$ cat src/hrv_pkg.sv
// ----------------------------------------------------------------------------
// hrv_pkg
// Shared types, constants and helpers of the HRV time-domain statistics block.
// ----------------------------------------------------------------------------
package hrv_pkg;

  localparam int INDEX_BITS = 32;
  localparam int RR_BITS    = 16;
  localparam int COUNT_BITS = 20;
  localparam int SUM_BITS   = 36;
  localparam int SQ_BITS    = 52;
  localparam int DSUM_BITS  = 38;
  localparam int DSQ_BITS   = 54;
  localparam int OUT_BITS   = 24;
  localparam int PNN_BITS   = 15;
  localparam int FS_BITS    = 14;
  localparam int CFG_BITS   = 16;
  localparam int AW         = 128;
  localparam int BW         = 64;
  localparam int ITER_BITS  = 7;

  localparam int QDEPTH     = 2;
  localparam int QPTR_BITS  = 1;
  localparam int QLVL_BITS  = 2;

  localparam logic [COUNT_BITS-1:0] CNT_MAX = '1;
  localparam logic [BW-1:0] MS16    = 64'd16000;
  localparam logic [BW-1:0] MS16_SQ = 64'd256000000;
  localparam logic [BW-1:0] PCT256  = 64'd25600;

  localparam logic [1:0] SEEN_NONE = 2'd0;
  localparam logic [1:0] SEEN_ONE  = 2'd1;
  localparam logic [1:0] SEEN_IVL  = 2'd2;

  localparam logic CFG_SAMPLE_RATE  = 1'b0;
  localparam logic CFG_NN_THRESHOLD = 1'b1;

  typedef struct packed {
    logic [INDEX_BITS-1:0] peak_index;
    logic                  last;
  } hrv_in_t;

  typedef struct packed {
    logic [OUT_BITS-1:0]   mean_rr;
    logic [OUT_BITS-1:0]   sdnn;
    logic [OUT_BITS-1:0]   rmssd;
    logic [OUT_BITS-1:0]   sdsd;
    logic [COUNT_BITS-1:0] nn_count;
    logic [PNN_BITS-1:0]   pnn;
    logic [COUNT_BITS-1:0] interval_count;
    logic                  stats_valid;
  } hrv_out_t;

  typedef struct packed {
    logic [FS_BITS-1:0]  sample_rate;
    logic [RR_BITS-1:0]  nn_threshold;
  } hrv_cfg_t;

  // one finished record, handed from front to back
  typedef struct packed {
    logic [COUNT_BITS-1:0]       cnt;
    logic [SUM_BITS-1:0]         rr_sum;
    logic [SQ_BITS-1:0]          rr_sq;
    logic signed [DSUM_BITS-1:0] diff_sum;
    logic [DSQ_BITS-1:0]         diff_sq;
    logic [COUNT_BITS-1:0]       nn;
  } hrv_rec_t;

  typedef enum logic [1:0] {
    OP_MUL,
    OP_DIV,
    OP_SQRT
  } arith_op_e;

  typedef struct packed {
    logic          start;
    arith_op_e     op;
    logic [AW-1:0] a;
    logic [BW-1:0] b;
  } arith_req_t;

  typedef struct packed {
    logic          done;
    logic [AW-1:0] result;
  } arith_rsp_t;

  typedef enum logic [1:0] {
    BK_IDLE,
    BK_ISSUE,
    BK_WAIT,
    BK_DONE
  } back_state_e;

  typedef enum logic [4:0] {
    ST_MEAN_P, ST_MEAN_D, ST_MEAN_Q, ST_FS2,
    ST_SD_A, ST_SD_B, ST_SD_K, ST_SD_D, ST_SD_Q1, ST_SD_Q2, ST_SD_R,
    ST_RM_K, ST_RM_Q1, ST_RM_Q2, ST_RM_R,
    ST_SS_A, ST_SS_B, ST_SS_K, ST_SS_D, ST_SS_Q1, ST_SS_Q2, ST_SS_R,
    ST_PN_P, ST_PN_Q
  } back_step_e;

  function automatic logic [OUT_BITS-1:0] sat_out(logic [AW-1:0] v);
    return (|v[AW-1:OUT_BITS]) ? {OUT_BITS{1'b1}} : v[OUT_BITS-1:0];
  endfunction

endpackage

$ cat src/hrv_arith.sv
// ----------------------------------------------------------------------------
// hrv_arith
// Shared iterative unit: shift-add multiply, restoring divide, integer root.
// ----------------------------------------------------------------------------
module hrv_arith (
  input  logic                clk_i,
  input  logic                rst_ni,
  input  hrv_pkg::arith_req_t req_i,
  output hrv_pkg::arith_rsp_t rsp_o
);

  logic                       busy_q, busy_d;
  logic                       done_q, done_d;
  hrv_pkg::arith_op_e         op_q, op_d;
  logic [hrv_pkg::ITER_BITS-1:0] cnt_q, cnt_d;
  logic [hrv_pkg::AW-1:0]     a_q, a_d;
  logic [hrv_pkg::BW-1:0]     b_q, b_d;
  logic [hrv_pkg::AW-1:0]     acc_q, acc_d;
  logic [67:0]                rem_q, rem_d;
  logic [hrv_pkg::BW-1:0]     root_q, root_d;

  logic [64:0] div_s;
  logic [67:0] sq_s, sq_t;

  always_comb begin
    busy_d = busy_q;
    done_d = 1'b0;
    op_d   = op_q;
    cnt_d  = cnt_q;
    a_d    = a_q;
    b_d    = b_q;
    acc_d  = acc_q;
    rem_d  = rem_q;
    root_d = root_q;
    div_s  = {rem_q[63:0], a_q[hrv_pkg::AW-1]};
    sq_s   = {rem_q[65:0], a_q[hrv_pkg::AW-1 -: 2]};
    sq_t   = {2'b00, root_q, 2'b01};
    if (!busy_q) begin
      if (req_i.start) begin
        busy_d = 1'b1;
        op_d   = req_i.op;
        a_d    = req_i.a;
        b_d    = req_i.b;
        acc_d  = '0;
        rem_d  = '0;
        root_d = '0;
        cnt_d  = (req_i.op == hrv_pkg::OP_DIV) ? 7'd127 : 7'd63;
      end
    end else begin
      unique case (op_q)
        hrv_pkg::OP_MUL: begin
          if (b_q[0]) acc_d = acc_q + a_q;
          a_d = {a_q[hrv_pkg::AW-2:0], 1'b0};
          b_d = {1'b0, b_q[hrv_pkg::BW-1:1]};
        end
        hrv_pkg::OP_DIV: begin
          if (div_s >= {1'b0, b_q}) begin
            rem_d = {3'b000, div_s - {1'b0, b_q}};
            a_d   = {a_q[hrv_pkg::AW-2:0], 1'b1};
          end else begin
            rem_d = {3'b000, div_s};
            a_d   = {a_q[hrv_pkg::AW-2:0], 1'b0};
          end
        end
        hrv_pkg::OP_SQRT: begin
          a_d = {a_q[hrv_pkg::AW-3:0], 2'b00};
          if (sq_s >= sq_t) begin
            rem_d  = sq_s - sq_t;
            root_d = {root_q[hrv_pkg::BW-2:0], 1'b1};
          end else begin
            rem_d  = sq_s;
            root_d = {root_q[hrv_pkg::BW-2:0], 1'b0};
          end
        end
        default: begin
          acc_d = acc_q;
        end
      endcase
      if (cnt_q == '0) begin
        busy_d = 1'b0;
        done_d = 1'b1;
      end else begin
        cnt_d = cnt_q - 7'd1;
      end
    end
  end

  always_ff @(posedge clk_i or negedge rst_ni) begin
    if (!rst_ni) begin
      busy_q <= 1'b0;
      done_q <= 1'b0;
      op_q   <= hrv_pkg::OP_MUL;
      cnt_q  <= '0;
    end else begin
      busy_q <= busy_d;
      done_q <= done_d;
      op_q   <= op_d;
      cnt_q  <= cnt_d;
    end
  end

  always_ff @(posedge clk_i) begin
    a_q    <= a_d;
    b_q    <= b_d;
    acc_q  <= acc_d;
    rem_q  <= rem_d;
    root_q <= root_d;
  end

  always_comb begin
    rsp_o.done = done_q;
    unique case (op_q)
      hrv_pkg::OP_MUL:  rsp_o.result = acc_q;
      hrv_pkg::OP_DIV:  rsp_o.result = a_q;
      hrv_pkg::OP_SQRT: rsp_o.result = {64'd0, root_q};
      default:          rsp_o.result = acc_q;
    endcase
  end

endmodule

$ cat config.mk
export PLATFORM = sky130hd
export DESIGN_NAME = hrv_arith
export DESIGN_NICKNAME = d
export VERILOG_FILES = /design/src/hrv_pkg.sv /design/src/hrv_arith.sv
export SDC_FILE = /design/constraint.sdc
export NUM_CORES = 2
export LEC_CHECK = 0
export ABC_AREA = 1
export BUFFER_PORTS_ARGS = -buffer_cell sky130_fd_sc_hd__buf_2
export CAP_MARGIN = 20
export CORE_AREA = 2 2 317 319
export CTS_CLUSTER_DIAMETER = 60
export CTS_CLUSTER_SIZE = 28
export DETAILED_ROUTE_END_ITERATION = 12
export DIE_AREA = 0 0 319 321
export SYNTH_ARGS = -nofsm -noshare
export SYNTH_HDL_FRONTEND = slang
export SYNTH_SLANG_ARGS = --single-unit
$ cat constraint.sdc
create_clock -name clk_i -period 16.5 [get_ports clk_i]
set_clock_uncertainty 0.15 [all_clocks]
set_input_delay 1.65 -clock clk_i [delete_from_list [all_inputs] [get_ports clk_i]]
set_output_delay 1.65 -clock clk_i [all_outputs]
set_load 0.05 [all_outputs]
Yosys cells after proc, flatten, opt, wreduce, memory -nomap -nowiden. Index checks and enable logic that the tools add are counted.

Register bits after elaboration: 461. Input bits: 197. Output and inout port bits: 129.

$add $sub $neg: 4. $lt $le $gt $ge: 2. Equal/unequal tests: 9. Multiplexer cells: 30. Bitwise operators: 1. Reduce and logical (&&, ||, !) cells: 10.

Operators by type and width (number): two-way mux 128 bit (6); two-way mux 64 bit (6); one-hot mux 128 bit (3 select lines) (1); one-hot mux 128 bit (2 select lines) (1); two-way mux 66 bit (3); one-hot mux 66 bit (2 select lines) (1); adder 128 bit (1); >= comparator 68 x 66 -> 1 bit (1); subtractor 66 bit (1); >= comparator 65 x 64 -> 1 bit (1); two-way mux 65 bit (1); subtractor 65 x 64 -> 65 bit (1); two-way mux 7 bit (4); AND reduction 2 bit (6); logical NOT 7 bit (1); two-way mux 1 bit (7); subtractor 7 x 1 -> 7 bit (second input constant) (1); inequality test 2 x 1 -> 1 bit (second input constant) (3); equality test 2 x 1 -> 1 bit (second input constant) (2); inequality test 4 x 1 -> 1 bit (second input constant) (1); inequality test 3 x 1 -> 1 bit (second input constant) (1); AND reduction 3 bit (1); equality test 2 bit (second input constant) (1); logical NOT 2 bit (1); 3 further kinds (3).

Longest topological paths before layout.
Word-level depth: 4. Mapped depth: 19. Depth with buffers taken out: 19.

Worst setup path after synthesis. No wires, ideal clock.

Path kind: register -> register. Start: register op_q[0]. End: register a_q[0] in the netlist's numbering (enable). Arrival: 6999 ps. Required time: 15702 ps. Setup slack: 8703 ps. Cell stages (with the launch flop): 6. Clock period less this slack: 7797 ps. Cell sequence: dfrtp_1 > inv_1 > ha_1 > inv_2 > clkbuf_1 > o211ai_1.

Longest elaborated chain between the ends: 3. Elaborated cells between the ends (all ways): 5.

Ends and longest elaborated chain: start, declared (line hrv_arith.sv:14) `hrv_pkg::arith_op_e op_q, op_d;`; start signal, assigned (line hrv_arith.sv:92) `op_q <= hrv_pkg::OP_MUL;`; start signal, assigned (line hrv_arith.sv:97) `op_q <= op_d;`; equality test 2 bit, or another cell as far along (line hrv_arith.sv:50) `unique case (op_q)`; inequality test 4 x 1 -> 1 bit (no source line) (*); AND reduction 2 bit (no source line) (*); end signal, assigned (line hrv_arith.sv:103) `a_q <= a_d;`; end, declared (line hrv_arith.sv:16) `logic [hrv_pkg::AW-1:0] a_q, a_d;`.

Mark *: on every way between the ends. The rest lies on a longest branch, timed or not. A chain may end at the register's enable or synchronous reset.

==> impl_metrics.yaml <==
outcome:
  status: "finished clean"
floorplan:
  die_height_um: 321
  fp.coreArea_mm2: 0.0993
  num_rows: 116
  io-pin-count: 326
  start_util_pct: 44.6
  die_w_um: 319
  dieArea_mm2: 0.102
final_layout:
  multiInputGateArea_mm2: 0.0256
  fin_nets: 7622
  area_delta_synth_final_pct: 11.5
  drive_above_1_share_pct: 7.29
  regArea_mm2: 0.0138
  fillCellCount: 10600
sta:
  min_period_ns: 5.64
  fin_crit_sh_pct: 34.2
  setup_violations: 0
  rsz0062_at_grt: "no"
  holdWs_ns: 0.343
  tns_ns: 0
  max_freq_mhz: 177
  maxSlewViolCount: 0
  hold_viol: 0
  worstMarginPinSlew_ns: 1.10
  max-slew-margin-rel_pct: 26.7
synthesis:
  synth.avg_cell_area_um2: 6.39
  synthArstFlopShare_pct: 2.39
  synth_mux_area_share_pct: 0
  synthTopCellsByCount: "nand2_1, inv_1, nor2_1"
  synth_area_mm2: 0.0442
  synth_fp_nets: 7381
  ys.flop_type: "edfxtp_1"
  synth.most_common_cell: "nand2_1"
  synth_top_cell_by_area: "edfxtp_1"
  synth-compound-area-share_pct: 17.7
  yosys_warnings: 0
  synth_xor_xnor_area_share_pct: 1.37
  syn_inst: 6921
  yosys.area_share.simple_pct: 31.3
  synth_area_leaders: "edfxtp_1, nand2_1, inv_1"
  ys_seq_area_share_pct: 31.2
  synth_edf_count: 450
  synthDominantCellAreaShare_pct: 30.5
  synth_top_family_by_area: "simple AND/OR/NAND/NOR gates"
  synthAdderAreaFrac_pct: 7.47
  yosysUniqueCellTypes: 48
  ys_seq_elements: 461
critical_path:
  cp.required_ns: 14.70
  critical_path_peak_fanout: 101
  cp-start-kind: "flip-flop"
  arrival_ns: 3.84
  r2r_start: "rem_q[1]"
  endpoint_kind: "output port"
  critPathLaunch: "op_q[0]"
  crit_type: "flip-flop to output port"
place:
  dp_hpwl_mm: 168
  gp_congestion: 1.11
  portBuffers: 325
worst_hold_path:
  hold_start: "cnt_q[5]"
  hold_path.class: "flip-flop to flip-flop"
clock_tree:
  cts.repair.resized: 0
  clk_pin_slew_ns: 0.07
  numClockSinks: 461
  clock_latency_ns: 0.66
  hold_buffers: 0
  cts_tree: "done"
  post_cts_buffers: 0
  htree_levels: 3
  cts-root-buf: "clkbuf_16"
  cts_inserted_buffers: 66
  clockBufferDepth: 3
grt:
  grt_overflow: 0
  grt_max_degree: 150
  antenna_found_initial: 6
  grt_pass1_wl_mm: 293
  grt_usage_pct: 38.6
  grt_pass1_vias: 46800
drt:
  drt-pass1-iter-count: 6
  avgViaCountPerCell: 5.75
  wl_per_cell_um: 24.0
  antenna_left: 0
  initialDrtViolationCount: 5261
  wl_mm: 204
  route.detailed.drc: 0
  vias: 48900
job:
  maxCapViolCount: 0
-- kinds of logic (layout without fill, tap and decap cells) --
| group | count (synthesis) | after routing |
|---|---|---|
| adder cells (fa/ha/maj) | 263 | 263 |
| AND/OR/NAND/NOR | 3451 | 3451 |
| buffers and inverters | 1257 | 1551 |
| other | 0 | 1 |
| AO/OA/AOI/OAI | 1420 | 1420 |
| flip-flops | 461 | 461 |
| XOR/XNOR | 69 | 69 |
-- path summary, 6_finish.rpt --
path                               to  slack, ns  cells past startpoint
max                        rsp_o[119]      10.86                      8
min                          cnt_q[5]       0.34                      1
max reg2reg                  rem_q[2]      12.16                     11
min reg2reg                  cnt_q[5]       0.34                      1
max in group asynchronous      busy_q      15.22                      1
min in group asynchronous     op_q[0]       0.71                      1
-- metrics by stage --
stage / utilization (%) / area [µm²] / setup WS [ns] / cells
4_1_cts: 49.7 / 49300 / 10.93 / 8513
3_5_place_dp: 47.3 / 47000 / 11.33 / 8392
2_1_floorplan: - / 44200 / 8.70 / 6921
5_1_grt: 49.7 / 49300 / 10.65 / 8514
3_3_place_gp: 47.3 / 46900 / 11.43 / 8391
6_report: 49.7 / 49300 / 10.86 / 8514
-- layer usage --
| metal | GRT usage (%) | share of wire (%) | vias to the layer above |
|---|---|---|---|
| met5 | 0 | 0.020 | - |
| met4 | 25.5 | 7.7 | 6 |
| met3 | 6.18 | 7.6 | 591 |
| met2 | 63.7 | 45 | 2273 |
| met1 | 46.6 | 39 | 22900 |
| li1 | - | - | 23200 |
-- area by class of cell --
type                            count  area share (%)
Multi-Input combinational cell   5203            51.9
Inverter                         1076            8.21
Sequential cell                   461            28.0
Antenna cell                        1         0.00507
Tap cell                         1298            3.29
Timing Repair Buffer              354            3.82
Clock buffer                       72            3.48
Clock inverter                     49            1.29
-- worst max-delay path: stages, from the launching register on --
cell and delay [ns]:
dfrtp_1 0.39, inv_1 0.10, ha_2 0.28, buf_4 0.29, inv_6 0.66, buf_4 0.72, nand2_1 0.15, o31ai_1 0.11
buf_2 0.31
-- sequential cells by signal, indices dropped and copies added, names as in the netlist --
signal,cells
acc_q,128
b_q,64
done_q,1
cnt_q,7
root_q,64
a_q,128
op_q,2
rem_q,66
busy_q,1
-- layout by cell type (no fill, tap or decap), types with 57 or more instances in the layout --
master / n
o21ai_0: 450
edfxtp_1: 450
nor3_1: 65
inv_1: 1063
o22ai_1: 57
xnor2_1: 66
nand2_1: 2021
buf_2: 325
o211ai_1: 116
a21oi_1: 644
o31ai_1: 57
clkbuf_16: 68
ha_1: 259
nand3_1: 403
nor2_1: 864
Power is left out: the tool's default activity adds up to more than one toggle a clock period on the data nets, which glitch-free logic cannot reach.
