## src/hrv_pkg.sv

```systemverilog
// ----------------------------------------------------------------------------
// hrv_pkg
// Shared types, constants and helpers of the HRV time-domain statistics block.
// ----------------------------------------------------------------------------
package hrv_pkg;

  localparam int INDEX_BITS = 32;
  localparam int RR_BITS    = 16;
  localparam int COUNT_BITS = 20;
  localparam int SUM_BITS   = 36;
  localparam int SQ_BITS    = 52;
  localparam int DSUM_BITS  = 38;
  localparam int DSQ_BITS   = 54;
  localparam int OUT_BITS   = 24;
  localparam int PNN_BITS   = 15;
  localparam int FS_BITS    = 14;
  localparam int CFG_BITS   = 16;
  localparam int AW         = 128;
  localparam int BW         = 64;
  localparam int ITER_BITS  = 7;

  localparam int QDEPTH     = 2;
  localparam int QPTR_BITS  = 1;
  localparam int QLVL_BITS  = 2;

  localparam logic [COUNT_BITS-1:0] CNT_MAX = '1;
  localparam logic [BW-1:0] MS16    = 64'd16000;
  localparam logic [BW-1:0] MS16_SQ = 64'd256000000;
  localparam logic [BW-1:0] PCT256  = 64'd25600;

  localparam logic [1:0] SEEN_NONE = 2'd0;
  localparam logic [1:0] SEEN_ONE  = 2'd1;
  localparam logic [1:0] SEEN_IVL  = 2'd2;

  localparam logic CFG_SAMPLE_RATE  = 1'b0;
  localparam logic CFG_NN_THRESHOLD = 1'b1;

  typedef struct packed {
    logic [INDEX_BITS-1:0] peak_index;
    logic                  last;
  } hrv_in_t;

  typedef struct packed {
    logic [OUT_BITS-1:0]   mean_rr;
    logic [OUT_BITS-1:0]   sdnn;
    logic [OUT_BITS-1:0]   rmssd;
    logic [OUT_BITS-1:0]   sdsd;
    logic [COUNT_BITS-1:0] nn_count;
    logic [PNN_BITS-1:0]   pnn;
    logic [COUNT_BITS-1:0] interval_count;
    logic                  stats_valid;
  } hrv_out_t;

  typedef struct packed {
    logic [FS_BITS-1:0]  sample_rate;
    logic [RR_BITS-1:0]  nn_threshold;
  } hrv_cfg_t;

  // one finished record, handed from front to back
  typedef struct packed {
    logic [COUNT_BITS-1:0]       cnt;
    logic [SUM_BITS-1:0]         rr_sum;
    logic [SQ_BITS-1:0]          rr_sq;
    logic signed [DSUM_BITS-1:0] diff_sum;
    logic [DSQ_BITS-1:0]         diff_sq;
    logic [COUNT_BITS-1:0]       nn;
  } hrv_rec_t;

  typedef enum logic [1:0] {
    OP_MUL,
    OP_DIV,
    OP_SQRT
  } arith_op_e;

  typedef struct packed {
    logic          start;
    arith_op_e     op;
    logic [AW-1:0] a;
    logic [BW-1:0] b;
  } arith_req_t;

  typedef struct packed {
    logic          done;
    logic [AW-1:0] result;
  } arith_rsp_t;

  typedef enum logic [1:0] {
    BK_IDLE,
    BK_ISSUE,
    BK_WAIT,
    BK_DONE
  } back_state_e;

  typedef enum logic [4:0] {
    ST_MEAN_P, ST_MEAN_D, ST_MEAN_Q, ST_FS2,
    ST_SD_A, ST_SD_B, ST_SD_K, ST_SD_D, ST_SD_Q1, ST_SD_Q2, ST_SD_R,
    ST_RM_K, ST_RM_Q1, ST_RM_Q2, ST_RM_R,
    ST_SS_A, ST_SS_B, ST_SS_K, ST_SS_D, ST_SS_Q1, ST_SS_Q2, ST_SS_R,
    ST_PN_P, ST_PN_Q
  } back_step_e;

  function automatic logic [OUT_BITS-1:0] sat_out(logic [AW-1:0] v);
    return (|v[AW-1:OUT_BITS]) ? {OUT_BITS{1'b1}} : v[OUT_BITS-1:0];
  endfunction

endpackage

```

## src/hrv_front.sv

```systemverilog
// ----------------------------------------------------------------------------
// hrv_front
// Forms RR intervals and differences and keeps the running record sums.
// ----------------------------------------------------------------------------
module hrv_front (
  input  logic                          clk_i,
  input  logic                          rst_ni,
  input  logic                          in_valid_i,
  output logic                          in_stall_o,
  input  hrv_pkg::hrv_in_t              in_data_i,
  input  logic [hrv_pkg::RR_BITS-1:0]   nn_threshold_i,
  input  logic [hrv_pkg::QLVL_BITS-1:0] q_level_i,
  output logic                          push_o,
  output hrv_pkg::hrv_rec_t             push_data_o
);

  logic accept;

  // record state
  logic [hrv_pkg::INDEX_BITS-1:0]     prev_peak_q;
  logic [hrv_pkg::RR_BITS-1:0]        prev_iv_q;
  logic [1:0]                         seen_q;
  logic [hrv_pkg::COUNT_BITS-1:0]     cnt_q;
  logic [hrv_pkg::SUM_BITS-1:0]       sum_q;
  logic signed [hrv_pkg::DSUM_BITS-1:0] dsum_q;
  logic [hrv_pkg::COUNT_BITS-1:0]     nn_q;
  logic [hrv_pkg::SQ_BITS-1:0]        sq_q;
  logic [hrv_pkg::DSQ_BITS-1:0]       dsq_q;

  // square stage
  logic                               b_vld_q, b_last_q, b_iv_en_q, b_d_en_q;
  logic [hrv_pkg::RR_BITS-1:0]        b_iv_q, b_ad_q;
  logic [hrv_pkg::COUNT_BITS-1:0]     b_cnt_q, b_nn_q;
  logic [hrv_pkg::SUM_BITS-1:0]       b_sum_q;
  logic signed [hrv_pkg::DSUM_BITS-1:0] b_dsum_q;

  logic [hrv_pkg::INDEX_BITS-1:0]     raw;
  logic [hrv_pkg::RR_BITS-1:0]        iv, ad;
  logic signed [hrv_pkg::RR_BITS:0]   dsig;
  logic                               upd, dupd;
  logic [hrv_pkg::COUNT_BITS-1:0]     cnt_n, nn_n;
  logic [hrv_pkg::SUM_BITS-1:0]       sum_n;
  logic signed [hrv_pkg::DSUM_BITS-1:0] dsum_n;
  logic [2*hrv_pkg::RR_BITS-1:0]      sq_iv, sq_ad;
  logic [hrv_pkg::SQ_BITS-1:0]        sq_n;
  logic [hrv_pkg::DSQ_BITS-1:0]       dsq_n;

  // leave room for a record still in the square stage
  assign in_stall_o = (q_level_i == hrv_pkg::QLVL_BITS'(hrv_pkg::QDEPTH)) ||
                      ((q_level_i == hrv_pkg::QLVL_BITS'(hrv_pkg::QDEPTH - 1)) &&
                       b_vld_q && b_last_q);
  assign accept = in_valid_i && !in_stall_o;

  always_comb begin
    raw    = in_data_i.peak_index - prev_peak_q;
    iv     = (|raw[hrv_pkg::INDEX_BITS-1:hrv_pkg::RR_BITS]) ? '1 : raw[hrv_pkg::RR_BITS-1:0];
    upd    = (seen_q != hrv_pkg::SEEN_NONE) && (cnt_q != hrv_pkg::CNT_MAX);
    dupd   = upd && (seen_q == hrv_pkg::SEEN_IVL);
    dsig   = $signed({1'b0, iv}) - $signed({1'b0, prev_iv_q});
    ad     = dsig[hrv_pkg::RR_BITS] ? hrv_pkg::RR_BITS'(-dsig) : dsig[hrv_pkg::RR_BITS-1:0];
    cnt_n  = cnt_q + hrv_pkg::COUNT_BITS'(upd);
    sum_n  = sum_q + (upd ? hrv_pkg::SUM_BITS'(iv) : '0);
    dsum_n = dsum_q + (dupd ? hrv_pkg::DSUM_BITS'(dsig) : '0);
    nn_n   = nn_q + hrv_pkg::COUNT_BITS'(dupd && (ad > nn_threshold_i));
    sq_iv  = b_iv_q * b_iv_q;
    sq_ad  = b_ad_q * b_ad_q;
    sq_n   = sq_q + (b_iv_en_q ? hrv_pkg::SQ_BITS'(sq_iv) : '0);
    dsq_n  = dsq_q + (b_d_en_q ? hrv_pkg::DSQ_BITS'(sq_ad) : '0);
  end

  always_ff @(posedge clk_i or negedge rst_ni) begin
    if (!rst_ni) begin
      prev_peak_q <= '0;
      prev_iv_q   <= '0;
      seen_q      <= hrv_pkg::SEEN_NONE;
      cnt_q       <= '0;
      sum_q       <= '0;
      dsum_q      <= '0;
      nn_q        <= '0;
      sq_q        <= '0;
      dsq_q       <= '0;
      b_vld_q     <= 1'b0;
    end else begin
      b_vld_q <= accept;
      if (accept) begin
        if (in_data_i.last) begin
          prev_peak_q <= '0;
          prev_iv_q   <= '0;
          seen_q      <= hrv_pkg::SEEN_NONE;
          cnt_q       <= '0;
          sum_q       <= '0;
          dsum_q      <= '0;
          nn_q        <= '0;
        end else begin
          prev_peak_q <= in_data_i.peak_index;
          cnt_q       <= cnt_n;
          sum_q       <= sum_n;
          dsum_q      <= dsum_n;
          nn_q        <= nn_n;
          if (upd) begin
            prev_iv_q <= iv;
            seen_q    <= hrv_pkg::SEEN_IVL;
          end else if (seen_q == hrv_pkg::SEEN_NONE) begin
            seen_q    <= hrv_pkg::SEEN_ONE;
          end
        end
      end
      if (b_vld_q) begin
        if (b_last_q) begin
          sq_q  <= '0;
          dsq_q <= '0;
        end else begin
          sq_q  <= sq_n;
          dsq_q <= dsq_n;
        end
      end
    end
  end

  always_ff @(posedge clk_i) begin
    if (accept) begin
      b_last_q  <= in_data_i.last;
      b_iv_en_q <= upd;
      b_d_en_q  <= dupd;
      b_iv_q    <= iv;
      b_ad_q    <= ad;
      b_cnt_q   <= cnt_n;
      b_sum_q   <= sum_n;
      b_dsum_q  <= dsum_n;
      b_nn_q    <= nn_n;
    end
  end

  assign push_o               = b_vld_q && b_last_q;
  assign push_data_o.cnt      = b_cnt_q;
  assign push_data_o.rr_sum   = b_sum_q;
  assign push_data_o.rr_sq    = sq_n;
  assign push_data_o.diff_sum = b_dsum_q;
  assign push_data_o.diff_sq  = dsq_n;
  assign push_data_o.nn       = b_nn_q;

endmodule

```

## config.mk

```make
export PLATFORM = sky130hd
export DESIGN_NAME = hrv_front
export DESIGN_NICKNAME = d
export VERILOG_FILES = /design/src/hrv_pkg.sv /design/src/hrv_front.sv
export SDC_FILE = /design/constraint.sdc
export NUM_CORES = 2
export LEC_CHECK = 0
export ABC_CLOCK_PERIOD_IN_PS = 13500
export BUFFER_PORTS_ARGS = -buffer_cell sky130_fd_sc_hd__buf_2
export CORE_UTILIZATION = 57
export CTS_CLUSTER_SIZE = 25
export DETAILED_ROUTE_END_ITERATION = 6
export PLACE_DENSITY = 0.76
export SLEW_MARGIN = 0
export SYNTH_ARGS = -nofsm -noshare
export SYNTH_HDL_FRONTEND = slang
export SYNTH_SLANG_ARGS = --single-unit
```

## constraint.sdc

```tcl
create_clock -name clk_i -period 13.5 [get_ports clk_i]
set_input_delay 4.05 -clock clk_i [delete_from_list [all_inputs] [get_ports clk_i]]
set_output_delay 4.05 -clock clk_i [all_outputs]
set_load 0.01 [all_outputs]
```

Word level (Yosys, flattened, before mapping):

Cells that the tools add are included.

* input port bits: 54
* register bits: 420
* logic and storage cells: 69
* output and inout bits: 222

* muxes and demuxes: 18
* eq/ne operators: 4
* $mul: 2
* add/subtract/negate cells: 9
* $lt $le $gt $ge: 1
* reductions and logical operators: 16

Operators with widths (count)
* 32-bit two-way mux: 3
* 16-bit two-way mux: 5
* 38-bit two-way mux: 2
* 16-bit by 16-bit multiplier with 32-bit output: 2
* 54-bit by 32-bit adder with 54-bit output: 1
* 54-bit two-way mux: 1
* 52-bit by 32-bit adder with 52-bit output: 1
* 52-bit two-way mux: 1
* 20-bit by 1-bit adder with 20-bit output: 2
* 20-bit two-way mux: 2
* 38-bit adder: 1
* 36-bit by 16-bit adder with 36-bit output: 1
* 36-bit two-way mux: 1
* 32-bit subtractor: 1
* 20-bit != test, second input constant: 1
* 16-bit by 16-bit subtractor with 17-bit output: 1
* 16-bit greater-than comparator: 1
* 16-bit negator: 1
* 16-bit OR reduction: 1
* 1-bit logical AND: 7
* 2-bit two-way mux: 3
* 2-bit equality test, second input constant: 2
* 2-bit AND reduction: 2
* 2-bit nonzero test: 2
* 5 further kinds: 5

Longest topological paths before layout:

* word-level depth: 10
* depth in mapped cells: 45
* gate-level depth less buffers: 43

Worst setup path before layout:

No wires, ideal clock.

* path type: input to register
* start: input port in_data_i[1] (netlist name)
* end: register nn_q[16] (netlist name)
* stages on the path: 42
* data required time: 13.142 ns
* arrival: 12.324 ns
* slack: 0.818 ns
* library setup time: 0.358 ns
* path buffers: 2
* cells stage by stage: inv_1 -> ha_1 -> fa_1 -> nand2b_1 -> a21oi_1 -> o21ai_1 -> o21ai_1 -> a21o_1 -> o31ai_1 -> or4_1 -> or4b_1 -> buf_2 -> buf_6 -> nor3_1 -> inv_1 -> ha_1 -> nor2b_1 -> o21ai_0 -> (+6 left out) -> o22ai_1 -> xnor2_1 -> ha_1 -> nand4_1 -> nor2_1 -> o21ai_0 -> a221oi_1 -> ha_1 -> ha_1 -> nand3_1 -> nor2_1 -> and3_1 -> and3_1 -> nand2b_1 -> nor2_1 -> xnor2_1 -> nand2_1 -> o21ai_0

* longest elaborated chain between the ends: 10

Ends and longest elaborated chain
* from (decl): line hrv_front.sv:10 `input hrv_pkg::hrv_in_t in_data_i,`
* 32-bit subtractor (*): line hrv_front.sv:55 `raw = in_data_i.peak_index - prev_peak_q;`
* 16-bit OR reduction: line hrv_front.sv:56 `iv = (|raw[hrv_pkg::INDEX_BITS-1:hrv_pkg::RR_BITS]) ? '1 : raw[hrv_pkg::RR_BITS-1:0];`
* 16-bit two-way mux (*): line hrv_front.sv:56
* net iv (one bit): line hrv_front.sv:38 `logic [hrv_pkg::RR_BITS-1:0] iv, ad;`
* 16-bit by 16-bit subtractor with 17-bit output (*): line hrv_front.sv:59 `dsig = $signed({1'b0, iv}) - $signed({1'b0, prev_iv_q});`
* 16-bit negator: line hrv_front.sv:60 `ad = dsig[hrv_pkg::RR_BITS] ? hrv_pkg::RR_BITS'(-dsig) : dsig[hrv_pkg::RR_BITS-1:0];`
* 16-bit two-way mux (*): line hrv_front.sv:60
* net ad (one bit): line hrv_front.sv:38
* 16-bit greater-than comparator (*): line hrv_front.sv:64 `nn_n = nn_q + hrv_pkg::COUNT_BITS'(dupd && (ad > nn_threshold_i));`
* 1-bit logical AND (*): line hrv_front.sv:64
* 20-bit by 1-bit adder with 20-bit output (*): line hrv_front.sv:64
* net nn_n (one bit): line hrv_front.sv:41 `logic [hrv_pkg::COUNT_BITS-1:0] cnt_n, nn_n;`
* 20-bit two-way mux (*): line hrv_front.sv:86 `if (in_data_i.last) begin`
* to (signal assigned): line hrv_front.sv:99 `nn_q <= nn_n;`
* to (decl): line hrv_front.sv:26 `logic [hrv_pkg::COUNT_BITS-1:0] nn_q;`

The timed path passes the listed nets; every way through them passes the cells marked *.
A chain may end at the register's enable or synchronous reset.

==> results.sh <==
export IMPL_clk_pin_slew_worst_paths_ns=0.06
export IMPL_worst_r2r_endpoint="nn_q[18]"
export IMPL_grt_total_usage_pct=28.65
export IMPL_worst_slew_margin_rel_pct=29.49
export IMPL_holdCritStartpoint="prev_peak_q[25]"
export IMPL_final_core_utilization_pct=65.01
export IMPL_design_die_area_um2=72640
export IMPL_worst_hold_path_endpoint="prev_peak_q[25]"
export IMPL_grt_total_ovfl=0
export IMPL_detailed_router_iteration_count_before_antenna_repair=6
export IMPL_tritoncts_num_buffers=50
export IMPL_areaGrowthSynthToFinish_pct=12.17
export IMPL_seq_area_um2=11260
export IMPL_timing_critical_path_arrival_ns=9.15
export IMPL_fin_hold_viols=0
export IMPL_post_cts_hold_buffer_count=0
export IMPL_syn_instance_count=4341
export IMPL_dpl_cell_count=5464
export IMPL_period_needed_ns=13.20
export IMPL_average_size_of_a_mapped_cell_um2=9.397
export IMPL_dominantRegCellSynth="dfrtp_1"
export IMPL_antenna_found_initial=3
export IMPL_placementRows=97
export IMPL_clk_root_buffer_cell="clkbuf_16"
export IMPL_timing_clock_skew_ns=0.03027
export IMPL_port_buffers=275
export IMPL_setup_slack_of_the_most_critical_reg_to_reg_path_ns=3.88
export IMPL_area_of_combinational_cells_with_multiple_inputs_um2=27360
export IMPL_most_used_cell_cp="fa_1"
export IMPL_floorplan_initialDensity_pct=57.95
export IMPL_period_share_pct=97.75
export IMPL_synth_lib_cells_used_distinct=83
export IMPL_sort_of_element_at_the_start_of_the_critical_path="flip-flop"
export IMPL_num_fill_cells=5730
export IMPL_min_path_cells=2
export IMPL_critical_path_max_stage_delay_ns=0.56
export IMPL_cts_tree="done"
export IMPL_grt_first_pass_wirelength_um=170200
export IMPL_finalNetCount=5402
export IMPL_worst_slew_pin_slew_ns=1.058
export IMPL_synth_async_reset_ratio_pct=64.52
export IMPL_startpoint="b_iv_q[10]"
export IMPL_worst_r2r_cell_count=39
export IMPL_path_max_fanout=6
export IMPL_crit_path_end_kind="output pin"
export IMPL_critical_path_slowest_cell="fa_2"
export IMPL_slew_limit_fails=0
export IMPL_vias_in_the_first_global_route=32910
export IMPL_grt_start_max_net_pins=106
export IMPL_cp_data_required_time_ns=9.45
export IMPL_class_of_the_most_critical_setup_path="flip-flop to output pin"
export IMPL_max_cap_viol_count=0
export IMPL_min_path_type="flip-flop to flip-flop"
export IMPL_vias=32880
export IMPL_syn_cell_area_um2=40790
export IMPL_average_detailed_routed_wire_length_per_instance_um=18.75
export IMPL_design_core_area_um2=70390
export IMPL_drt_wl_total_um=105300
export IMPL_number_of_enable_flip_flop_cells_after_synthesis=149
export IMPL_first_iter_violations=2313
export IMPL_final_cell_count_no_fill=5613
export IMPL_place_congestion=0.9185
export IMPL_die_height_um=269.5
export IMPL_timing_fmax_mhz=75.78
export IMPL_ys_warnings_count=0
export IMPL_cts_htree_levels=2
export IMPL_hpwlAfterDp_um=78550
export IMPL_floorplan_die_width_um=269.5
export IMPL_grt_setup_unrepaired="true"
export IMPL_worstSkewPairLatency_ns=0.62
export IMPL_drc_errors=0
export IMPL_io_pins=276
export IMPL_antenna_violating_nets_post_route=0
export IMPL_rr_startpoint="prev_peak_q[4]"
export IMPL_cts_sink_count=420
export IMPL_drive_gt1_share_pct=12.37
export IMPL_synth_seq_cells=420
export IMPL_syn_nets=5112
export IMPL_cts_path_max_buffers=3
export IMPL_drt_vias_per_instance=5.857
export IMPL_setup_viol=0
export IMPL_ys_seq_area_share_pct=27.59
export IMPL_run_status="finished clean"
## metal layers
metal / routed length (µm) / GRT usage [%] / up-vias
li1: - / - / 15540
met1: 45220 / 37.99 / 16150
met2: 49470 / 46.89 / 997
met3: 6775 / 5.165 / 188
met4: 3786 / 10.60 / 4
met5: 26 / 0 / -
## metrics by stage
step | hold slack (ns) | instance area, µm² | setup slack, ns | TNS (ns)
final | 0.4815 | 45760 | 0.3044 | 0
after floorplan | 0.4498 | 40790 | 0.8182 | 0
after global routing | 0.5118 | 45760 | -0.02964 | -0.07010
after detailed placement | 0.4709 | 43290 | -0.3230 | -3.004
after global placement | 0.4627 | 43290 | -0.07376 | -0.1770
after CTS | 0.4840 | 45290 | 0.004145 | 0
## placed cells by master, fill, tap and decap left out, types with 13 or more instances in the layout
cell type	Yosys	layout
or4_1	16	16
a31oi_1	36	35
nand2b_1	29	29
ha_1	385	377
clkbuf_16	0	50
a21boi_0	14	13
o31ai_1	51	51
nand3_1	84	84
and2_1	182	180
o21bai_1	26	26
o21a_1	27	27
buf_2	1	274
xor2_1	105	104
clkbuf_1	153	14
a21oi_1	192	188
nand2_1	415	412
nand4_1	41	41
a21o_1	124	124
a22o_1	132	132
a211oi_1	18	16
a31o_2	18	18
or3_1	16	16
fa_1	332	330
dfrtp_1	271	271
and3_1	63	62
o21ai_0	235	230
nor2_1	220	212
o211ai_1	24	24
buf_4	0	117
nor2b_1	48	48
edfxtp_1	149	149
nor3_1	30	29
xnor2_1	205	201
inv_1	510	506
## worst max path at each step
stage	slack [ns]	endpoint	cells after the start
after CTS	0.004	push_data_o[64]	29
final	0.30	push_data_o[155]	32
after floorplan	0.82	nn_q[16]	42
after detailed placement	-0.32	nn_q[18]	42
after global placement	-0.07	nn_q[18]	42
after global routing	-0.03	push_data_o[155]	34
## flip-flops by register name, indices dropped and copies added (netlist names), 2 cells and up
register,count
b_ad_q,16
seen_q,2
b_dsum_q,38
cnt_q,20
prev_iv_q,16
sq_q,52
b_cnt_q,20
nn_q,20
prev_peak_q,32
dsq_q,54
b_sum_q,36
dsum_q,38
b_nn_q,20
sum_q,36
b_iv_q,16
## critical path, delay by kind of cell (launching register included)
family / cells / cell delay [ns]
AND/OR/NAND/NOR: 5 / 1.03
buffers and inverters: 7 / 0.99
flip-flops: 1 / 0.53
XOR/XNOR: 1 / 0.26
multiplexers: 1 / 0.12
adder cells (fa/ha/maj): 8 / 3.69
AO/OA/AOI/OAI: 10 / 1.89
## cell type report
class                           instances  share of cell area (%)
Clock inverter                         23                  0.6781
Timing Repair Buffer                  398                   5.154
Sequential cell                       420                   24.60
Tap cell                              940                   2.570
Antenna cell                            2                 0.01094
Inverter                              512                   4.211
Clock buffer                           69                   2.999
Multi-Input combinational cell       3249                   59.78
## logic make-up after synthesis
| family | after synthesis | synth area share (%) |
|---|---|---|
| compound gates | 1011 | 16.69 |
| buf+inv | 672 | 6.205 |
| fa+ha+maj | 717 | 28.10 |
| flops | 420 | 27.59 |
| mux | 6 | 0.1534 |
| xor+xnor | 310 | 6.656 |
| simple gates | 1205 | 14.60 |
## timing repair
action	CTS	global route
gates cloned	0	0
setup buffers	34	21
setup endpoints to repair	30	62
resized for setup	8	67
pin swaps	4	20
## cells in the mapped netlist (132+ instances only)
master | n | area, µm²
fa_1 | 332 | 6646
and2_1 | 182 | 1139
nand2_1 | 415 | 1558
nor2_1 | 220 | 825.8
o21ai_0 | 235 | 1176
ha_1 | 385 | 4817
xnor2_1 | 205 | 1795
a22o_1 | 132 | 1156
inv_1 | 510 | 1914
clkbuf_1 | 153 | 574.3
edfxtp_1 | 149 | 4474
a21oi_1 | 192 | 960.9
dfrtp_1 | 271 | 6782
Power is not shown: default switching activity piles up to over one toggle a cycle in this logic, so the estimate is an artifact.
