`config.mk`:
```
export PLATFORM = sky130hd
export DESIGN_NAME = hrv_queue
export DESIGN_NICKNAME = d
export VERILOG_FILES = /design/src/hrv_pkg.sv /design/src/hrv_queue.sv
export SDC_FILE = /design/constraint.sdc
export NUM_CORES = 1
export LEC_CHECK = 0
export BUFFER_PORTS_ARGS = -buffer_cell sky130_fd_sc_hd__clkbuf_2
export CORE_AREA = 10 10 220 222
export DETAILED_ROUTE_END_ITERATION = 12
export DIE_AREA = 0 0 230 232
export GPL_ROUTABILITY_DRIVEN = 1
export SLEW_MARGIN = 20
export SYNTH_ARGS = -nofsm -noshare
export SYNTH_HDL_FRONTEND = slang
export SYNTH_SLANG_ARGS = --single-unit
```
`constraint.sdc`:
```
create_clock -name clk_i -period 18.5 [get_ports clk_i]
set_clock_uncertainty 0.2 [all_clocks]
set_input_delay 1.85 -clock clk_i [delete_from_list [all_inputs] [get_ports clk_i]]
set_output_delay 1.85 -clock clk_i [all_outputs]
set_load 0.01 [all_outputs]
```
`src/hrv_pkg.sv`:
```
// ----------------------------------------------------------------------------
// hrv_pkg
// Shared types, constants and helpers of the HRV time-domain statistics block.
// ----------------------------------------------------------------------------
package hrv_pkg;

  localparam int INDEX_BITS = 32;
  localparam int RR_BITS    = 16;
  localparam int COUNT_BITS = 20;
  localparam int SUM_BITS   = 36;
  localparam int SQ_BITS    = 52;
  localparam int DSUM_BITS  = 38;
  localparam int DSQ_BITS   = 54;
  localparam int OUT_BITS   = 24;
  localparam int PNN_BITS   = 15;
  localparam int FS_BITS    = 14;
  localparam int CFG_BITS   = 16;
  localparam int AW         = 128;
  localparam int BW         = 64;
  localparam int ITER_BITS  = 7;

  localparam int QDEPTH     = 2;
  localparam int QPTR_BITS  = 1;
  localparam int QLVL_BITS  = 2;

  localparam logic [COUNT_BITS-1:0] CNT_MAX = '1;
  localparam logic [BW-1:0] MS16    = 64'd16000;
  localparam logic [BW-1:0] MS16_SQ = 64'd256000000;
  localparam logic [BW-1:0] PCT256  = 64'd25600;

  localparam logic [1:0] SEEN_NONE = 2'd0;
  localparam logic [1:0] SEEN_ONE  = 2'd1;
  localparam logic [1:0] SEEN_IVL  = 2'd2;

  localparam logic CFG_SAMPLE_RATE  = 1'b0;
  localparam logic CFG_NN_THRESHOLD = 1'b1;

  typedef struct packed {
    logic [INDEX_BITS-1:0] peak_index;
    logic                  last;
  } hrv_in_t;

  typedef struct packed {
    logic [OUT_BITS-1:0]   mean_rr;
    logic [OUT_BITS-1:0]   sdnn;
    logic [OUT_BITS-1:0]   rmssd;
    logic [OUT_BITS-1:0]   sdsd;
    logic [COUNT_BITS-1:0] nn_count;
    logic [PNN_BITS-1:0]   pnn;
    logic [COUNT_BITS-1:0] interval_count;
    logic                  stats_valid;
  } hrv_out_t;

  typedef struct packed {
    logic [FS_BITS-1:0]  sample_rate;
    logic [RR_BITS-1:0]  nn_threshold;
  } hrv_cfg_t;

  // one finished record, handed from front to back
  typedef struct packed {
    logic [COUNT_BITS-1:0]       cnt;
    logic [SUM_BITS-1:0]         rr_sum;
    logic [SQ_BITS-1:0]          rr_sq;
    logic signed [DSUM_BITS-1:0] diff_sum;
    logic [DSQ_BITS-1:0]         diff_sq;
    logic [COUNT_BITS-1:0]       nn;
  } hrv_rec_t;

  typedef enum logic [1:0] {
    OP_MUL,
    OP_DIV,
    OP_SQRT
  } arith_op_e;

  typedef struct packed {
    logic          start;
    arith_op_e     op;
    logic [AW-1:0] a;
    logic [BW-1:0] b;
  } arith_req_t;

  typedef struct packed {
    logic          done;
    logic [AW-1:0] result;
  } arith_rsp_t;

  typedef enum logic [1:0] {
    BK_IDLE,
    BK_ISSUE,
    BK_WAIT,
    BK_DONE
  } back_state_e;

  typedef enum logic [4:0] {
    ST_MEAN_P, ST_MEAN_D, ST_MEAN_Q, ST_FS2,
    ST_SD_A, ST_SD_B, ST_SD_K, ST_SD_D, ST_SD_Q1, ST_SD_Q2, ST_SD_R,
    ST_RM_K, ST_RM_Q1, ST_RM_Q2, ST_RM_R,
    ST_SS_A, ST_SS_B, ST_SS_K, ST_SS_D, ST_SS_Q1, ST_SS_Q2, ST_SS_R,
    ST_PN_P, ST_PN_Q
  } back_step_e;

  function automatic logic [OUT_BITS-1:0] sat_out(logic [AW-1:0] v);
    return (|v[AW-1:OUT_BITS]) ? {OUT_BITS{1'b1}} : v[OUT_BITS-1:0];
  endfunction

endpackage

```
`src/hrv_queue.sv`:
```
// ----------------------------------------------------------------------------
// hrv_queue
// Two-entry queue of finished records between front and back.
// ----------------------------------------------------------------------------
module hrv_queue (
  input  logic                         clk_i,
  input  logic                         rst_ni,
  input  logic                         push_i,
  input  hrv_pkg::hrv_rec_t            push_data_i,
  input  logic                         pop_i,
  output hrv_pkg::hrv_rec_t            head_o,
  output logic                         not_empty_o,
  output logic [hrv_pkg::QLVL_BITS-1:0] level_o
);

  hrv_pkg::hrv_rec_t mem_q [hrv_pkg::QDEPTH];
  logic [hrv_pkg::QPTR_BITS-1:0] wr_q, rd_q;
  logic [hrv_pkg::QLVL_BITS-1:0] lvl_q;

  always_ff @(posedge clk_i or negedge rst_ni) begin
    if (!rst_ni) begin
      wr_q  <= '0;
      rd_q  <= '0;
      lvl_q <= '0;
    end else begin
      if (push_i) begin
        wr_q <= (wr_q == hrv_pkg::QPTR_BITS'(hrv_pkg::QDEPTH - 1)) ? '0 : wr_q + 1'b1;
      end
      if (pop_i) begin
        rd_q <= (rd_q == hrv_pkg::QPTR_BITS'(hrv_pkg::QDEPTH - 1)) ? '0 : rd_q + 1'b1;
      end
      lvl_q <= lvl_q + hrv_pkg::QLVL_BITS'(push_i) - hrv_pkg::QLVL_BITS'(pop_i);
    end
  end

  always_ff @(posedge clk_i) begin
    if (push_i) mem_q[wr_q] <= push_data_i;
  end

  assign head_o      = mem_q[rd_q];
  assign not_empty_o = (lvl_q != '0);
  assign level_o     = lvl_q;

endmodule

```
; Word level (Yosys, flattened, before mapping)
; Memory sizes are Yosys's and may differ from the RTL's.
; Cells that the tools add are included.
[word_totals]
ram_bits = 440
in_bits = 224
mem_count = 1
regBits = 4
word_cells = 13
output_inout_bits = 223
[classes]
reduce_logical = 1
addsub = 4
muxes = 4
[memory_table]
columns = memory, words, word_bits, read_ports, rd_ports_with_merged_regs, wr, line
row1 = mem_q, 2, 220, 1, 0, 1, hrv_queue.sv:16  ; hrv_pkg::hrv_rec_t mem_q [hrv_pkg::QDEPTH];
[op_table]
columns = op, count
row1 = 1-bit two-way mux, 4
row2 = 1-bit adder (second input constant), 2
row3 = 2-bit by 1-bit adder with 2-bit output, 1
row4 = 2-bit nonzero test, 1
row5 = 2-bit by 1-bit subtractor with 2-bit output, 1

; Depth between registers and ports, before layout
; Gate-level depths: netlist of run 1.
[logic_depth]
word_depth = 2
mapped_depth = 5
ltp_nobuf = 5

; Least setup slack after synthesis of run 1
; OpenSTA, ideal clock, no wires.
[synth_path]
path_type = input-to-reg
from = in push_i
to = mem mem_q[0][0] (netlist bit) (enable)
stages = 1
setup_ns = 0.831
arrival_time_ns = 11.328
required_ns = 17.469
n_path_buf = 0
slack_ns = 6.142
path_cell_list = nor2b_1
[synth_via]
elab_chain_len = 2
[synth_lines]
columns = item, line
row1 = start: declaration, hrv_queue.sv:8  ; input logic push_i,
row2 = 1-bit two-way mux, hrv_queue.sv:37  ; if (push_i) mem_q[wr_q] <= push_data_i;
row3 = 1-bit two-way mux (implied by the code), hrv_queue.sv:37
row4 = end: declaration, hrv_queue.sv:16
; Every way passes these cells.

==> metrics.md, run 1 <==
| Metric | Value |
|---|---|
| Top Ports | `447` |
| Pwr Density | `156 nW/um2` |
| Clock sink count | `444` |
| Cells after synthesis | `699` |
| Critical Path, Cell by Cell | `buf_4 > buf_4 > mux2_4 > clkbuf_2` |
| CP required | `16.45 ns` |
| Die Height | `232 um` |
| Die Footprint | `53400 um2` |
| Antenna violations before repair | `7` |
| Dpl hpwl | `27800 um` |
| Final setup vio count | `0` |
| Yosys warning count | `0` |
| Final hold viol count | `0` |
| Max_cap viols | `0` |
| Post-Route WL | `38600 um` |
| Vias | `8228` |
| GR Layer Usage met2 | `22.4%` |
| Worst skew pair latency | `0.56 ns` |
| Register area share after synthesis | `78.5%` |
| Vias per cell | `4.55` |
| CP delay by family, top | `buffers and inverters` |
| CP endpoint kind | `output port` |
| Yosys cell types | `14` |
| Vias in the first global route | `8966` |
| Routability Congestion | `0.763` |
| Largest net degree at the start of global routing | `76` |
| H-tree depth | `2` |
| Starting Density | `38.6%` |
| Worst setup SP type | `flop` |
| Drt first pass iters | `4` |
| Syn avg cell area | `24.3 um2` |
| Worst slew margin | `29.9%` |
| GR peak layer | `met2` |
| Crit path kind | `flop to output port` |
| GRT overflow | `0` |
| DR WL/cell | `21.4 um` |
| Ratio of cells with drive above 1 in the final layout | `61.3%` |
| CP arrival | `3.59 ns` |
| Initial DRC count | `534` |
| Multi-input combinational cell area | `3290 um2` |
| FP Rows | `77` |
| CP dominant cell by count | `buf_4` |
| Worst-margin pin slew | `1.05 ns` |
| Residual DRC | `0` |
| Nets | `1403` |
| Worst min path class | `flop to flop` |
| Crit share post-route | `30.5%` |
| Lkg Pwr | `8.52 nW` |
| Die width | `230 um` |
| Core area | `43900 um2` |
| Min Tclk post-route | `5.64 ns` |
| CTS Buf Count | `45` |
| Worst VDD drop | `0.121 mV` |
| Global-route usage over all layers | `14.0%` |
| Root Driver | `clkbuf_16` |
| Filler cells | `3760` |
| CTS Hold Bufs | `0` |
| Post-Syn Nets | `925` |
| Flops & latches, synth | `444` |
| CP max stage delay | `0.86 ns` |
| GR Util met1 | `16.1%` |
| Crit-path max FO | `54` |
| Max clock buf depth | `3` |
| Worst Path Buf+Inv | `3` |
| Status | `completed` |
| Reg area | `13300 um2` |
| Detail Route Antenna Nets | `0` |
| Fmax | `0.177 GHz` |
| Total negative setup slack | `0 ns` |
| Post-CTS setup buffers | `0` |
| Clock Pin Slew Worst Setup and Hold Paths | `0.06 ns` |
| RSZ-0062 raised after global routing | `no` |
| Met3 usage | `6.62%` |
| CTS tree | `done` |
| CTS resizes | `0` |
| Final Max Slew Viols | `0` |
| Hold_ws | `0.352 ns` |
| Port bufs | `446` |
| Slowest-stage cell, CP | `buf_4` |
| Area Overhead vs Synth | `24.4%` |
| Cell Area, Synth | `17000 um2` |
| First-pass GRT wire length | `56800 um` |
[stage by stage]
step / worst slack (ns) / power (W) / utilization, % / instances / area, um2
after floorplan: 6.14 / 0.00220 / - / 699 / 17000
after global placement: 13.42 / 0.00247 / 44.7 / 1722 / 19700
after detailed placement: 13.41 / 0.00248 / 44.7 / 1722 / 19700
after CTS: 12.80 / 0.00336 / 48.0 / 1804 / 21100
after global routing: 12.70 / 0.00346 / 48.0 / 1807 / 21100
final: 12.86 / 0.00330 / 48.0 / 1808 / 21100
[area by class of cell]
| cell class | instances | share of cell area (%) |
|---|---|---|
| Antenna cell | 4 | 0.0475 |
| Clock buffer | 60 | 5.90 |
| Clock inverter | 22 | 0.860 |
| Inverter | 2 | 0.0356 |
| Multi-Input combinational cell | 228 | 15.6 |
| Sequential cell | 444 | 63.1 |
| Tap cell | 592 | 3.51 |
| Timing Repair Buffer | 456 | 10.9 |
[synthesized netlist by cell type]
cell type	instances	area share (%)
or2_2	1	0.037
xor2_1	2	0.10
inv_1	2	0.044
buf_6	11	0.73
buf_2	3	0.089
edfxtp_1	440	78
mux2_4	190	17
mux2_2	30	2.0
nor2b_1	1	0.037
dfrtp_1	4	0.59
and2_1	1	0.037
ha_1	2	0.15
xor3_1	1	0.14
buf_12	11	1.3
[power breakdown]
group	switching [W]	internal (W)	total, W
Clock	0.000359	0.000514	0.000873
Sequential	0.0000622	0.00134	0.00140
Combinational	0.000529	0.000497	0.00103
[logic make-up after synthesis]
logic type               Yosys count  share of synthesized area, %
flip-flops                       444                          78.5
multiplexers                     220                          18.8
buffers and inverters             27                          2.16
XOR/XNOR                           3                         0.244
AND/OR/NAND/NOR                    3                         0.111
adder cells (fa/ha/maj)            2                         0.148
[final timing paths]
check                      startpoint           end  slack, ns  cells after the start
max in group asynchronous      rst_ni          rd_q      17.07                      1
min                              wr_q          wr_q       0.35                      1
min in group asynchronous      rst_ni    level_o[1]       0.89                      1
max reg2reg                      wr_q  mem_q[0][89]      15.10                      3
min reg2reg                      wr_q          wr_q       0.35                      1
max                              rd_q    head_o[79]      12.86                      4
[placed cells by master (no fill, tap or decap)]
cell type / netlist / routed
mux2_4: 190 / 190
clkbuf_16: 0 / 47
dfrtp_4: 0 / 1
clkinvlp_4: 0 / 1
xor3_1: 1 / 1
dfrtp_1: 4 / 3
clkinv_2: 0 / 9
edfxtp_1: 440 / 440
diode_2: 0 / 4
bufinv_16: 0 / 3
clkbuf_1: 0 / 11
or2_2: 1 / 1
inv_1: 2 / 2
inv_6: 0 / 1
xor2_1: 2 / 2
nor2b_4: 0 / 1
mux2_2: 30 / 30
and2_4: 0 / 1
clkbuf_8: 0 / 2
buf_4: 0 / 10
clkbuf_2: 0 / 446
ha_1: 2 / 2
clkinv_1: 0 / 8
[per-layer routing]
metal | vias up | wire length [um]
li1 | 3757 | -
met1 | 4061 | 14600
met2 | 352 | 18800
met3 | 54 | 4300
met4 | 4 | 874
met5 | - | 36
[sequential cells by signal, summed over array words and instances (netlist names)]
name / count
level_o: 2
mem_q: 440
wr_q: 1
rd_q: 1
Note: power is estimated with default switching activity, not from simulation.
==> run 2, diff against run 1 <==
--- a/config.mk
+++ b/config.mk
@@ -5,10 +5,11 @@
 export SDC_FILE = /design/constraint.sdc
 export NUM_CORES = 1
 export LEC_CHECK = 0
+export ABC_AREA = 1
 export BUFFER_PORTS_ARGS = -buffer_cell sky130_fd_sc_hd__clkbuf_2
-export CORE_AREA = 10 10 220 222
+export CORE_AREA = 10 10 218 220
 export DETAILED_ROUTE_END_ITERATION = 12
-export DIE_AREA = 0 0 230 232
+export DIE_AREA = 0 0 228 230
 export GPL_ROUTABILITY_DRIVEN = 1
 export SLEW_MARGIN = 20
 export SYNTH_ARGS = -nofsm -noshare
==> constraint.sdc (replaced) <==
create_clock -name clk_i -period 5.45 [get_ports clk_i]
set_clock_uncertainty 0.2 [all_clocks]
set_input_delay 0.545 -clock clk_i [delete_from_list [all_inputs] [get_ports clk_i]]
set_output_delay 0.545 -clock clk_i [all_outputs]
set_load 0.01 [all_outputs]
==> metrics.md, run 2 <==
| Metric | Value |
|---|---|
| Worst-margin pin slew | `0.811 ns` |
| Residual DRC | `0` |
| Clock sink count | `444` |
| Hold Crit Start | `push_i` |
| Drt first pass iters | `6` |
| Clock power frac | `27.7%` |
| Detail Route Antenna Nets | `0` |
| Max_cap viols | `0` |
| Yosys cell types | `13` |
| Yosys top cell by area | `edfxtp_1` |
| Ys async rst share | `0.901%` |
| Crit path kind | `flop to output port` |
| Post-Route WL | `43000 um` |
| Status | `completed` |
| FP Rows | `76` |
| Post-Syn Nets | `1399` |
| Area Overhead vs Synth | `38.8%` |
| Worst skew pair latency | `0.56 ns` |
| Power share of the sequential group | `41.6%` |
| Top Ports | `447` |
| Most frequent cells in the layout | `clkbuf_2 (446), edfxtp_1 (440), nand2_1 (227), inv_1 (226), dlygate4sd3_1 (222)` |
| Worst setup SP type | `flop` |
| Final core utilization | `53.9%` |
| H-tree depth | `2` |
| Min Tclk post-route | `3.35 ns` |
| Sw Share | `33.5%` |
| Number of enable flip-flop cells after synthesis | `440` |
| Max reg flops | `440` |
| Total negative setup slack | `0 ns` |
| Clock Pin Slew Worst Setup and Hold Paths | `0.06 ns` |
| Initial DRC count | `745` |
| Most used standard cell by instance count after synthesis | `edfxtp_1` |
| Combinational fraction of design power | `30.7%` |
| Worst VDD drop | `0.288 mV` |
| Vias | `11098` |
| Largest net degree at the start of global routing | `118` |
| Starting Density | `38.8%` |
| Worst slew margin | `45.9%` |
| Hold_ws | `0.0472 ns` |
| Die Footprint | `52400 um2` |
| Root Driver | `clkbuf_16` |
| Max clock buf depth | `3` |
| FF-to-FF setup slack | `3.54 ns` |
| Final setup vio count | `0` |
| Die width | `228 um` |
| Pwr Density | `492 nW/um2` |
| Routability Congestion | `0.803` |
| Commonest register cell after synthesis | `edfxtp_1` |
| CP arrival | `2.60 ns` |
| Crit-path max FO | `64` |
| Switching power | `0.00380 W` |
| GR Layer Usage met2 | `27.1%` |
| Worst min path class | `primary input to flop` |
| Global-route usage over all layers | `15.9%` |
| Tot Pwr | `0.0114 W` |
| Lkg Pwr | `9.83 nW` |
| Hold Path Stages | `2` |
| Syn avg cell area | `14.2 um2` |
| Slowest-stage cell, CP | `dfrtp_4` |
| Vias per cell | `4.47` |
| R2R cell count | `3` |
| Worst Hold End | `wr_q` |
| Fmax | `0.299 GHz` |
| Vias in the first global route | `11459` |
| Reg2Reg Capture Point | `rd_q` |
| CTS resizes | `0` |
| CTS Buf Count | `47` |
| Leading cell type in the layout, fill and taps excluded | `clkbuf_2` |
| CP endpoint kind | `output port` |
| GR peak layer | `met2` |
| FF-to-FF Start | `rd_q` |
| CP max stage delay | `0.71 ns` |
| Die Height | `230 um` |
| Critical Path, Cell by Cell | `buf_16 > buf_4 > nand2_1 > o21ai_1 > clkbuf_2` |
| Met3 usage | `5.22%` |
| Final Max Slew Viols | `0` |
| Crit share post-route | `61.4%` |
| Nets | `2078` |
| Synth top cells by count | `edfxtp_1 (440), inv_1 (227), nand2_1 (227)` |
| CP required | `4.70 ns` |
| Core area | `42900 um2` |
| GRT overflow | `0` |
| DR WL/cell | `17.3 um` |
| Cells after synthesis | `1173` |
| Dpl hpwl | `28200 um` |
| RSZ-0062 raised after global routing | `no` |
| Yosys warning count | `0` |
| Cell Area, Synth | `16600 um2` |
| Top cells by area, synth | `edfxtp_1 (79%), o21ai_1 (5.6%), inv_1 (5.1%), nand2_1 (5.1%), buf_6 (2.3%)` |
| Synth top area share | `79.4%` |
| GR Util met1 | `18.4%` |
| Ratio of cells with drive above 1 in the final layout | `28.1%` |
| Largest Register | `mem_q` |
| Internal power component | `0.00755 W` |
| Flops & latches, synth | `444` |
| First-pass GRT wire length | `65800 um` |
| Final hold viol count | `0` |
| Critical path launch point | `rd_q` |
| Filler cells | `3493` |
| Antenna violations before repair | `8` |
| Register area share after synthesis | `80.0%` |
| Port bufs | `446` |
| CTS tree | `done` |
-- run 2: worst max-delay path, delay by kind of cell, from the launching register on --
| family | cells | cell delay [ns] |
|---|---|---|
| compound gates | 1 | 0.14 |
| buf+inv | 3 | 1.00 |
| flops | 1 | 0.71 |
| simple gates | 1 | 0.13 |
-- run 2: cells by family (layout without fill, tap and decap cells) --
group                    Yosys count  after routing  share of synthesized area, %
AND/OR/NAND/NOR                  229            229                          5.17
other                              0              7                             0
XOR/XNOR                           2              2                         0.105
adder cells (fa/ha/maj)            2              2                         0.150
flip-flops                       444            444                          80.0
AO/OA/AOI/OAI                    220            220                          6.61
buffers and inverters            276            992                          7.98
-- run 2: repair_timing --
| item | 4_1_cts | 5_1_grt |
|---|---|---|
| setup endpoints to repair | 0 | 0 |
| hold buffers | 221 | 1 |
| setup buffers | 0 | 0 |
| endpoints found under the hold margin | 443 | 2 |
-- run 2: routing by layer --
layer	part of all wire (%)	wire (um)	vias to the layer above
li1	-	-	5344
met1	39	16700	5273
met2	51	21700	396
met3	7.9	3390	83
met4	2.8	1190	2
met5	0.033	14	-
-- run 2: area by class of cell --
| class | count | area, um2 | share of cell area (%) |
|---|---|---|---|
| Antenna cell | 7 | 17.5 | 0.0758 |
| Tap cell | 585 | 732 | 3.17 |
| Timing Repair Buffer | 679 | 4630 | 20.1 |
| Sequential cell | 444 | 13300 | 57.7 |
| Clock buffer | 60 | 1280 | 5.53 |
| Inverter | 227 | 856 | 3.71 |
| Clock inverter | 26 | 255 | 1.11 |
| Multi-Input combinational cell | 453 | 2010 | 8.71 |
-- run 2: worst max-delay path by stage --
stage / endpoint / cells after the start
after CTS: head_o[82] / 4
after detailed placement: head_o[82] / 4
final: head_o[139] / 5
after floorplan: mem_q[1][0] / 2
after global placement: head_o[75] / 4
after global routing: head_o[139] / 5
-- run 2: metrics by stage --
stage,cell area [um2],worst slack [ns],cells
after floorplan,16700,0.953,1173
after global placement,19300,2.55,2165
after detailed placement,19300,2.50,2165
after CTS,23000,1.86,2472
after global routing,23100,1.90,2480
final,23100,2.10,2481
-- run 2: power by group through the flow --
stage | clock [W] | combinational, W | sequential [W]
floorplan | 0 | 0.00208 | 0.00480
global placement | 0 | 0.00327 | 0.00484
detailed placement | 0 | 0.00330 | 0.00487
CTS | 0.00324 | 0.00344 | 0.00480
global route | 0.00336 | 0.00385 | 0.00478
finish | 0.00315 | 0.00348 | 0.00473
==> run 3, diff against run 2 <==
==> constraint.sdc (replaced) <==
create_clock -name clk_i -period 3.2 [get_ports clk_i]
set_clock_uncertainty 0.2 [all_clocks]
set_input_delay 0.32 -clock clk_i [delete_from_list [all_inputs] [get_ports clk_i]]
set_output_delay 0.32 -clock clk_i [all_outputs]
set_load 0.01 [all_outputs]
==> metrics.md, run 3 (same netlist as run 2, synthesis figures left out) <==
| Metric | Value |
|---|---|
| Status | `completed` |
| CP max stage delay | `0.70 ns` |
| Largest net degree at the start of global routing | `102` |
| CTS tree | `done` |
| RSZ-0062 raised after global routing | `no` |
| Crit-path max FO | `64` |
| Vias in the first global route | `11401` |
| Final setup vio count | `0` |
| Worst Path Buf+Inv | `3` |
| First-pass GRT wire length | `64900 um` |
| CP required | `2.68 ns` |
| Switching power | `0.00632 W` |
| FP Rows | `76` |
| Worst setup SP type | `flop` |
| Hold Path Stages | `2` |
| Die width | `228 um` |
| CTS Buf Count | `47` |
| Worst VDD drop | `0.532 mV` |
| Clock Pin Slew Worst Setup and Hold Paths | `0.06 ns` |
| H-tree depth | `2` |
| Crit share post-route | `85.2%` |
| Clock sink count | `444` |
| CP endpoint kind | `output port` |
| Slowest-stage cell, CP | `dfrtp_4` |
| Detail Route Antenna Nets | `0` |
| Combinational fraction of design power | `31.5%` |
| Critical Path, Cell by Cell | `buf_12 > buf_4 > nand2_1 > o21ai_1 > clkbuf_2` |
| GR peak layer | `met2` |
| CP arrival | `2.21 ns` |
| Area Overhead vs Synth | `39.1%` |
| Max clock buf depth | `3` |
| GR Layer Usage met2 | `26.7%` |
| Nets | `2094` |
| Global-route usage over all layers | `15.7%` |
| Die Footprint | `52400 um2` |
| Largest Register | `mem_q` |
| Power share of the sequential group | `41.9%` |
| Initial DRC count | `727` |
| Max reg flops | `440` |
| Ratio of cells with drive above 1 in the final layout | `28.2%` |
| Starting Density | `38.8%` |
| Leading cell type in the layout, fill and taps excluded | `clkbuf_2` |
| Fmax | `0.367 GHz` |
| Pwr Density | `828 nW/um2` |
| Top Ports | `447` |
| Vias per cell | `4.44` |
| Worst min path class | `primary input to flop` |
| Min Tclk post-route | `2.73 ns` |
| Filler cells | `3466` |
| GR Util met1 | `18.3%` |
| DR WL/cell | `17.0 um` |
| Final Max Slew Viols | `0` |
| Most frequent cells in the layout | `clkbuf_2 (446), edfxtp_1 (440), inv_1 (226), nand2_1 (226), dlygate4sd3_1 (224)` |
| Drt first pass iters | `5` |
| Residual DRC | `0` |
| Max_cap viols | `0` |
| Dpl hpwl | `28600 um` |
| Crit path kind | `flop to output port` |
| Stages on worst setup path | `5` |
| Antenna violations before repair | `4` |
| Post-Route WL | `42300 um` |
| Sw Share | `33.0%` |
| Die Height | `230 um` |
| Total negative setup slack | `0 ns` |
| Worst slew margin | `56.9%` |
| Root Driver | `clkbuf_16` |
| Clock power frac | `26.6%` |
| GRT overflow | `0` |
| Port bufs | `446` |
| Core area | `42900 um2` |
| Final hold viol count | `0` |
| CTS resizes | `0` |
| Internal power component | `0.0128 W` |
| Vias | `11049` |
| Lkg Pwr | `9.88 nW` |
| Routability Congestion | `0.788` |
| Met3 usage | `5.04%` |
| R2R cell count | `2` |
| CP delay by family, top | `buffers and inverters` |
| Worst-margin pin slew | `0.646 ns` |
| Final core utilization | `54.0%` |
| Tot Pwr | `0.0192 W` |
| Worst skew pair latency | `0.56 ns` |
==> run 3: cell types whose count changed in the layout (fill, tap and decap cells not counted), moves of 2 or more <==
cell           change
buf_4             +10
buf_12             +5
clkinv_1           +4
clkinvlp_4         -4
clkbuf_8           -3
diode_2            -3
dlygate4sd3_1      +2
inv_6              -2
==> run 3: through the flow <==
stage / std cells / cell area (um2) / setup slack (ns) / hold slack (ns)
finish: 2487 / 23200 / 0.474 / 0.290
global route: 2486 / 23200 / 0.302 / 0.270
CTS: 2483 / 23200 / 0.421 / 0.243
detailed placement: 2180 / 19500 / 1.04 / -0.0550
global placement: 2180 / 19500 / 1.08 / -0.0565
floorplan: 1173 / 16700 / -1.17 / -0.176
==> run 3: timing repair <==
action | CTS | global route
hold endpoints to repair | 447 | 0
hold buffers | 224 | 0
buffers inserted | 0 | 0
==> run 3: power groups by stage <==
stage	Sequential, W	Combinational, W	Clock [W]
global placement	0.00812	0.00584	0
global route	0.00813	0.00667	0.00546
floorplan	0.00817	0.00354	0
finish	0.00803	0.00604	0.00510
CTS	0.00804	0.00616	0.00525
detailed placement	0.00816	0.00590	0
==> run 3: path summary, 6_finish.rpt <==
check | startpoint | to | slack [ns]
worst max register to register | wr_q | mem_q[0][171] | 1.34
worst min register to register | wr_q | wr_q | 0.37
max in group asynchronous | rst_ni | rd_q | 2.07
worst max-delay path | rd_q | head_o[181] | 0.47
worst min-delay path | push_data_i[168] | mem_q[1][168] | 0.29
min in group asynchronous | rst_ni | rd_q | 0.51
==> run 3: cell type report <==
type,instances,area (um2),area share [%]
diodes,4,10.0,0.0432
clock buffers,57,1260,5.42
clock inverters,22,176,0.762
inverters,227,856,3.70
multi-input cells,453,2010,8.70
flip-flops and latches,444,13300,57.5
well taps,585,732,3.16
repair buffers,695,4800,20.7
==> run 3: per-layer routing <==
layer / part of all wire, % / vias up
li1: - / 5358
met1: 39 / 5242
met2: 51 / 383
met3: 7.6 / 64
met4: 2.4 / 2
met5: 0.017 / -
==> run 3: worst reg2reg max path, delay by kind of cell (launching register included) <==
| kind | cells | cell delay [ns] |
|---|---|---|
| buf+inv | 1 | 0.41 |
| flops | 1 | 0.44 |
| simple gates | 1 | 0.36 |
